File: config.mk
export PLATFORM = sky130hd
export DESIGN_NAME = five_stage_alu_pipeline
export DESIGN_NICKNAME = d
export VERILOG_FILES = /design/src/rtl/core/fsap_pkg.sv /design/src/rtl/core/fsap_ram.sv /design/src/rtl/core/five_stage_alu_pipeline.sv
export SDC_FILE = /design/constraint.sdc
export NUM_CORES = 2
export LEC_CHECK = 0
export ABC_CLOCK_PERIOD_IN_PS = 13930
export BUFFER_PORTS_ARGS = -buffer_cell sky130_fd_sc_hd__buf_4
export CORE_MARGIN = 2
export CORE_UTILIZATION = 60
export CTS_BUF_LIST = sky130_fd_sc_hd__clkbuf_8
export CTS_CLUSTER_SIZE = 28
export DETAILED_ROUTE_END_ITERATION = 8
export HOLD_SLACK_MARGIN = 0.12
export PLACE_DENSITY = 0.75
export SYNTH_ARGS = -nofsm -noshare
export SYNTH_HDL_FRONTEND = slang
export SYNTH_SLANG_ARGS = --single-unit
File: constraint.sdc
create_clock -name clk -period 13.93 [get_ports clk]
set_input_delay 2.786 -clock clk [delete_from_list [all_inputs] [get_ports clk]]
set_output_delay 2.786 -clock clk [all_outputs]
set_load 0.01 [all_outputs]
File: src/rtl/core/fsap_pkg.sv
// ----------------------------------------------------------------------------
// fsap_pkg
// Shared types, sizes and command codes for the five-stage ALU pipeline.
// ----------------------------------------------------------------------------
package fsap_pkg;

  // Register file geometry and datapath width
  localparam int REG_COUNT  = 32;
  localparam int DATA_WIDTH = 32;
  localparam int RF_ADDR_W  = (REG_COUNT > 1) ? $clog2(REG_COUNT) : 1;

  // Field widths of one instruction and one writeback report
  localparam int CMD_W     = 3;
  localparam int REG_IDX_W = 5;
  localparam int IMM_W     = 8;
  localparam int OUT_VAL_W = 32;

  // Stream payload widths (fields packed from bit 0, padded to bytes)
  localparam int IN_TDATA_W  = 24;
  localparam int OUT_TDATA_W = 40;

  // Command codes; anything above CMD_SUBI neither reads nor writes
  localparam logic [CMD_W-1:0] CMD_ADD  = 3'd0;
  localparam logic [CMD_W-1:0] CMD_ADDI = 3'd1;
  localparam logic [CMD_W-1:0] CMD_SUB  = 3'd2;
  localparam logic [CMD_W-1:0] CMD_SUBI = 3'd3;
  localparam logic [CMD_W-1:0] CMD_NOP  = 3'd4;

  typedef logic [DATA_WIDTH-1:0] data_t;
  typedef logic [REG_IDX_W-1:0]  reg_idx_t;
  typedef logic [CMD_W-1:0]      cmd_t;

  // Commands that produce a register write
  function automatic logic is_write_cmd(input cmd_t cmd);
    return (cmd == CMD_ADD) || (cmd == CMD_ADDI) || (cmd == CMD_SUB) || (cmd == CMD_SUBI);
  endfunction

  // Commands whose second operand is the immediate
  function automatic logic is_imm_cmd(input cmd_t cmd);
    return (cmd == CMD_ADDI) || (cmd == CMD_SUBI);
  endfunction

  // Register index that maps onto an existing register
  function automatic logic idx_in_range(input reg_idx_t idx);
    return 32'(idx) < REG_COUNT;
  endfunction

endpackage

File: src/rtl/core/fsap_ram.sv
// ----------------------------------------------------------------------------
// fsap_ram
// Generic single-write, single-read synchronous RAM with registered read data.
// ----------------------------------------------------------------------------
module fsap_ram #(
  parameter int WIDTH = 32,
  parameter int DEPTH = 32
) (
  input  logic                                  clk,
  input  logic                                  we,
  input  logic [((DEPTH > 1) ? $clog2(DEPTH) : 1)-1:0] waddr,
  input  logic [WIDTH-1:0]                      wdata,
  input  logic [((DEPTH > 1) ? $clog2(DEPTH) : 1)-1:0] raddr,
  output logic [WIDTH-1:0]                      rdata
);

  logic [WIDTH-1:0] mem [DEPTH];

  // Write port
  always_ff @(posedge clk) begin
    if (we) begin
      mem[waddr] <= wdata;
    end
  end

  // Registered read, old data on a same-address collision
  always_ff @(posedge clk) begin
    rdata <= mem[raddr];
  end

endmodule

File: src/rtl/core/five_stage_alu_pipeline.sv
// Latency: the writeback of the instruction in transaction n is reported in result
//   transaction n+4; a result is registered out in the cycle after its input is taken.
// Throughput: one transaction per cycle unless out_tready stalls, set by the two register
//   file RAM read ports and the single write port, forwarding around current and last-edge writes.
// Reset: all stages hold no write and the register file reads as zero through
//   per-register valid bits; there is no clearing pass, input is taken right after reset.
// ----------------------------------------------------------------------------
// five_stage_alu_pipeline
// Fetch, decode, execute, memory and writeback registers around a RAM-based
// register file; the pipeline advances by one stage per accepted transaction.
// ----------------------------------------------------------------------------
module five_stage_alu_pipeline (
  input  logic                            clk,
  input  logic                            rst_n,
  // in_tdata: dest_reg[4:0], src_reg_a[9:5], src_reg_b[14:10], immediate[22:15]
  input  logic                            in_tvalid,
  output logic                            in_tready,
  input  logic [fsap_pkg::IN_TDATA_W-1:0] in_tdata,
  // in_tuser: command[2:0]
  input  logic [fsap_pkg::CMD_W-1:0]      in_tuser,
  // out_tdata: write_reg[4:0], write_value[36:5]
  output logic                            out_tvalid,
  input  logic                            out_tready,
  output logic [fsap_pkg::OUT_TDATA_W-1:0] out_tdata,
  // out_tuser: write_enable[0]
  output logic                            out_tuser
);

  import fsap_pkg::*;

  // Fetch stage
  cmd_t                    fe_cmd_r;
  reg_idx_t                fe_dest_r, fe_src_a_r, fe_src_b_r;
  logic signed [IMM_W-1:0] fe_imm_r;
  // Decode stage
  cmd_t                    de_cmd_r;
  reg_idx_t                de_dest_r;
  data_t                   de_opa_r, de_opb_r;
  // Execute and memory stages
  logic                    ex_wr_r, mem_wr_r;
  reg_idx_t                ex_dest_r, mem_dest_r;
  data_t                   ex_value_r, mem_value_r;
  // Output register
  logic                    out_valid_r;
  logic                    out_we_r;
  logic [OUT_TDATA_W-1:0]  out_data_r;
  // Register file bookkeeping
  logic [REG_COUNT-1:0]    rf_valid_r;
  logic                    byp_en_r;
  reg_idx_t                byp_idx_r;
  data_t                   byp_data_r;

  logic                    accept;
  logic                    wb_we;
  logic [RF_ADDR_W-1:0]    rd_addr_a, rd_addr_b, wr_addr;
  data_t                   rd_data_a, rd_data_b;
  data_t                   opa_nxt, opb_nxt, src_a_val, src_b_val, imm_ext;
  data_t                   ex_value_nxt;

  // Handshake: the output register frees up when its transaction is taken
  assign accept    = in_tvalid && in_tready;
  assign in_tready = !out_valid_r || out_tready;

  // Writeback happens on the edge that accepts a transaction
  assign wb_we   = accept && mem_wr_r && idx_in_range(mem_dest_r);
  assign wr_addr = RF_ADDR_W'(mem_dest_r);

  // Read addresses follow the instruction that will sit in fetch
  assign rd_addr_a = accept ? RF_ADDR_W'(in_tdata[9:5])   : RF_ADDR_W'(fe_src_a_r);
  assign rd_addr_b = accept ? RF_ADDR_W'(in_tdata[14:10]) : RF_ADDR_W'(fe_src_b_r);

  fsap_ram #(.WIDTH(DATA_WIDTH), .DEPTH(REG_COUNT)) u_rf_a (
    .clk   (clk),
    .we    (wb_we),
    .waddr (wr_addr),
    .wdata (mem_value_r),
    .raddr (rd_addr_a),
    .rdata (rd_data_a)
  );

  fsap_ram #(.WIDTH(DATA_WIDTH), .DEPTH(REG_COUNT)) u_rf_b (
    .clk   (clk),
    .we    (wb_we),
    .waddr (wr_addr),
    .wdata (mem_value_r),
    .raddr (rd_addr_b),
    .rdata (rd_data_b)
  );

  // Resolve source operands: current writeback, last edge's write, RAM, or zero
  always_comb begin
    if (!idx_in_range(fe_src_a_r)) begin
      src_a_val = '0;
    end else if (wb_we && (mem_dest_r == fe_src_a_r)) begin
      src_a_val = mem_value_r;
    end else if (byp_en_r && (byp_idx_r == fe_src_a_r)) begin
      src_a_val = byp_data_r;
    end else if (rf_valid_r[RF_ADDR_W'(fe_src_a_r)]) begin
      src_a_val = rd_data_a;
    end else begin
      src_a_val = '0;
    end

    if (!idx_in_range(fe_src_b_r)) begin
      src_b_val = '0;
    end else if (wb_we && (mem_dest_r == fe_src_b_r)) begin
      src_b_val = mem_value_r;
    end else if (byp_en_r && (byp_idx_r == fe_src_b_r)) begin
      src_b_val = byp_data_r;
    end else if (rf_valid_r[RF_ADDR_W'(fe_src_b_r)]) begin
      src_b_val = rd_data_b;
    end else begin
      src_b_val = '0;
    end
  end

  // Decode: pick register or sign-extended immediate operands
  assign imm_ext = DATA_WIDTH'(fe_imm_r);

  always_comb begin
    if (is_write_cmd(fe_cmd_r)) begin
      opa_nxt = src_a_val;
      opb_nxt = is_imm_cmd(fe_cmd_r) ? imm_ext : src_b_val;
    end else begin
      opa_nxt = '0;
      opb_nxt = '0;
    end
  end

  // Execute: wrapping add or subtract
  always_comb begin
    case (de_cmd_r)
      CMD_ADD, CMD_ADDI: ex_value_nxt = de_opa_r + de_opb_r;
      CMD_SUB, CMD_SUBI: ex_value_nxt = de_opa_r - de_opb_r;
      default:           ex_value_nxt = '0;
    endcase
  end

  // Control state: stage write flags, commands, valid bits, output valid
  always_ff @(posedge clk) begin
    if (!rst_n) begin
      fe_cmd_r    <= CMD_NOP;
      de_cmd_r    <= CMD_NOP;
      ex_wr_r     <= 1'b0;
      mem_wr_r    <= 1'b0;
      rf_valid_r  <= '0;
      byp_en_r    <= 1'b0;
      out_valid_r <= 1'b0;
      out_we_r    <= 1'b0;
    end else begin
      byp_en_r <= wb_we;
      if (wb_we) begin
        rf_valid_r[wr_addr] <= 1'b1;
      end
      if (accept) begin
        fe_cmd_r    <= in_tuser;
        de_cmd_r    <= fe_cmd_r;
        ex_wr_r     <= is_write_cmd(de_cmd_r);
        mem_wr_r    <= ex_wr_r;
        out_valid_r <= 1'b1;
        out_we_r    <= wb_we;
      end else if (out_tready) begin
        out_valid_r <= 1'b0;
      end
    end
  end

  // Payload: latch the bypass write each cycle; advance stage data on each accepted transaction
  always_ff @(posedge clk) begin
    byp_idx_r  <= mem_dest_r;
    byp_data_r <= mem_value_r;
    if (accept) begin
      fe_dest_r   <= in_tdata[4:0];
      fe_src_a_r  <= in_tdata[9:5];
      fe_src_b_r  <= in_tdata[14:10];
      fe_imm_r    <= in_tdata[22:15];
      de_dest_r   <= fe_dest_r;
      de_opa_r    <= opa_nxt;
      de_opb_r    <= opb_nxt;
      ex_dest_r   <= de_dest_r;
      ex_value_r  <= ex_value_nxt;
      mem_dest_r  <= ex_dest_r;
      mem_value_r <= ex_value_r;
      if (wb_we) begin
        out_data_r <= {3'b000, OUT_VAL_W'(mem_value_r), mem_dest_r};
      end else begin
        out_data_r <= '0;
      end
    end
  end

  assign out_tvalid = out_valid_r;
  assign out_tdata  = out_data_r;
  assign out_tuser  = out_we_r;

endmodule
==> impl_metrics.json <==
{
  "violations": "design-rule violations",
  "cts_hold_buf": 0,
  "initial_core_util_pct": 60.6,
  "hold_path.class": "register to register",
  "gr-total-overflow": 0,
  "synth.avg_cell_area_sq_um": 16.3,
  "yosysWarnings": 0,
  "viasPerCell": 6.74,
  "critPathRequiredTime_ps": 14730,
  "cts.sinks": 1370,
  "clockBufferDepth": 3,
  "slew_violations": 0,
  "slew_headroom_pct": 19.8,
  "clockRootBuffer": "clkbuf_8",
  "status": "finished with violations",
  "antenna_found_initial": 7,
  "firstDrtPassIters": 8,
  "drc": 8,
  "vias": 37800,
  "htreeDepth": 4,
  "cts_tree": "done",
  "synth.top_cell.area_share_pct": 57.2,
  "synth_top_area_cell": "edfxtp_1",
  "drt_iter0_drc": 4552,
  "die_w_um": 330,
  "grt_pass1_wl_um": 243000,
  "fin_crit_ps": 6820,
  "dpl.hpwl_um": 90600,
  "cts_setup_buffers": 0,
  "synthToLayoutAreaGrowth_pct": 9.73,
  "fmax_mhz": 147,
  "p_per_area_mw_per_mm2": 132,
  "syn_area_sq_mm": 0.0639,
  "drive_gt1_share_pct": 18.5,
  "fin_nets": 4100,
  "worst-path-max-fanout": 115,
  "place.gp.congestion": 0.888,
  "synthTopCellsByArea": "edfxtp_1 (57%), mux2i_1 (16%), mux4_2 (9.7%), dfxtp_1 (4.8%), a22o_1 (1.8%)",
  "core-area_sq_mm": 0.105,
  "path_class": "input port to register",
  "clock-skew-final_ps": 40.9,
  "rows": 119,
  "p_leak_nw": 26.1,
  "fin_tns_setup_ps": 0,
  "numCtsBuffers": 212,
  "post_drt_wl_per_cell_um": 30.1,
  "grt_use_total_pct": 31.0,
  "n_fill_cell": 7254,
  "rsz0062_at_grt": "false",
  "ys_types": 67,
  "multiInputGateArea_sq_mm": 0.0232,
  "maxCapViolCount": 0,
  "grt_max_degree": 134,
  "worstSkewPairLatency_ps": 890,
  "io_pins": 74,
  "die_h_um": 330,
  "finalWorstSetupSlack_ps": 7110,
  "arrival_ps": 7610,
  "timing_hold_violations_final": 0,
  "ant_nets": 0,
  "cts_resized": 0,
  "grt_pass1_vias": 37500,
  "cp-end-kind": "register",
  "finalSetupViolCount": 0,
  "numPortBuffers": 69,
  "synthCells": 3931,
  "regArea_sq_mm": 0.0396,
  "fin_util_pct": 66.5,
  "critPathLaunchType": "input port",
  "post-place-ws_ps": 6300,
  "synth_edf_count": 1217,
  "final.period_utilization_pct": 48.9,
  "async_reset_ff_share_pct": 0,
  "worst_slew_pin_slew_ps": 1200,
  "synth_seq_cells": 1370,
  "clkTransAtPathRegs_ps": 60,
  "vdd_ir_drop_max_mv": 0.0745,
  "die-area_sq_mm": 0.109,
  "wl_um": 169000,
  "synth.yosys.seq_area_share_pct": 62.0,
  "synthFlopType": "edfxtp_1"
}
[metal layers]
layer | global-route usage [%] | part of all wire, % | vias up
li1 | - | - | 16100
met3 | 7.03 | 10 | 425
met5 | 0 | 0.013 | -
met2 | 48.9 | 47 | 2031
met1 | 42.1 | 39 | 19200
met4 | 12.7 | 3.9 | 4
[critical path: stages]
cell	delay (ps)
buf_4	100
nand2b_1	160
nand2_1	560
inv_8	380
mux2_8	940
buf_12	700
buf_12	660
mux2i_1	180
mux4_2	500
a22o_1	290
nor2_1	110
[stage by stage]
step | instance area (sq um) | total power, mW | std cells | hold WS (ps)
after floorplan | 63900 | 5.72 | 3933 | 346
after global placement | 66000 | 6.09 | 5213 | 400
after detailed placement | 66000 | 6.10 | 5213 | 405
after CTS | 70100 | 9.30 | 5608 | 410
after global routing | 70100 | 9.57 | 5609 | 419
final | 70100 | 9.28 | 5609 | 411
[power breakdown]
part / switching, mW / internal, mW / total, mW
registers: 0.113 / 4.60 / 4.71
clock network: 1.55 / 1.69 / 3.24
logic: 0.737 / 0.594 / 1.33
total: 2.40 / 6.88 / 9.28
[registers in the layout, summed over array words and instances, names as in the netlist, 2 cells and up]
name / flops
mem_value_r: 32
mem_dest_r: 5
u_rf_b.mem: 992
fe_src_a_r: 5
de_cmd_r: 2
fe_dest_r: 5
u_rf_b.rdata: 32
ex_dest_r: 5
de_opa_r: 32
byp_data_r: 32
rf_valid_r: 32
byp_idx_r: 5
de_opb_r: 32
out_tdata: 37
fe_imm_r: 8
ex_value_r: 32
u_rf_a.mem: 32
de_dest_r: 5
fe_src_b_r: 5
u_rf_a.rdata: 32
fe_cmd_r: 3
[layout make-up]
type | count | area share, %
well taps | 1391 | 2.48
flip-flops and latches | 1370 | 56.5
diodes | 1 | 0.00357
repair buffers | 168 | 1.92
clock buffers | 235 | 4.61
multi-input cells | 2258 | 33.1
clock inverters | 160 | 1.25
inverters | 26 | 0.150
[cells in the mapped netlist, types with 4 or more instances]
cell,instances
a2111oi_0,8
ha_1,32
a221oi_1,41
edfxtp_1,1217
buf_2,101
o31ai_1,5
nand2b_1,6
nor3_1,61
a22oi_1,25
a211oi_1,4
a21oi_1,41
o21ai_0,46
dfxtp_1,153
nor2b_1,11
a22o_1,128
nor4_1,7
buf_4,50
nor2_1,181
nand3b_1,6
nand2_1,55
and3_1,49
mux2i_1,1034
inv_1,25
o21a_1,39
a31oi_1,5
a21o_1,15
a21boi_0,8
or3_1,5
xnor2_1,33
nand3_1,17
o221ai_1,26
buf_1,7
nor3b_1,6
mux2_2,5
mux4_2,276
xor2_1,31
nand4_1,6
clkbuf_1,121
[cells by family (layout without fill, tap and decap cells)]
family	after synthesis	count (layout)	synth area share, %
mux	1315	1315	26.0
flops	1370	1370	62.0
buf+inv	305	589	2.28
fa+ha+maj	33	33	0.658
compound gates	411	411	4.91
simple gates	431	431	3.23
other cells	1	4	0.00587
xor+xnor	65	65	0.903
[final timing paths]
check	to	cells after the start	startpoint	slack, ps
worst max-delay path	u_rf_b.rdata[19]	11	out_tready	7110
worst max register to register	u_rf_b.rdata[19]	10	out_tvalid	8810
worst min-delay path	mem_value_r[15]	0	ex_value_r[15]	410
worst min register to register	mem_value_r[15]	0	ex_value_r[15]	410
[placed cells by master (no fill, tap or decap), types with 46 or more instances in the layout]
cell | Yosys | layout
edfxtp_1 | 1217 | 1217
a22o_1 | 128 | 128
mux2i_1 | 1034 | 1032
nor2_1 | 181 | 145
and3_1 | 49 | 49
inv_1 | 25 | 119
mux4_2 | 276 | 276
nand2_1 | 55 | 53
nor3_1 | 61 | 57
dfxtp_1 | 153 | 151
o21ai_0 | 46 | 46
buf_4 | 50 | 161
clkbuf_8 | 0 | 235
Power figures use the tool's default switching activity.
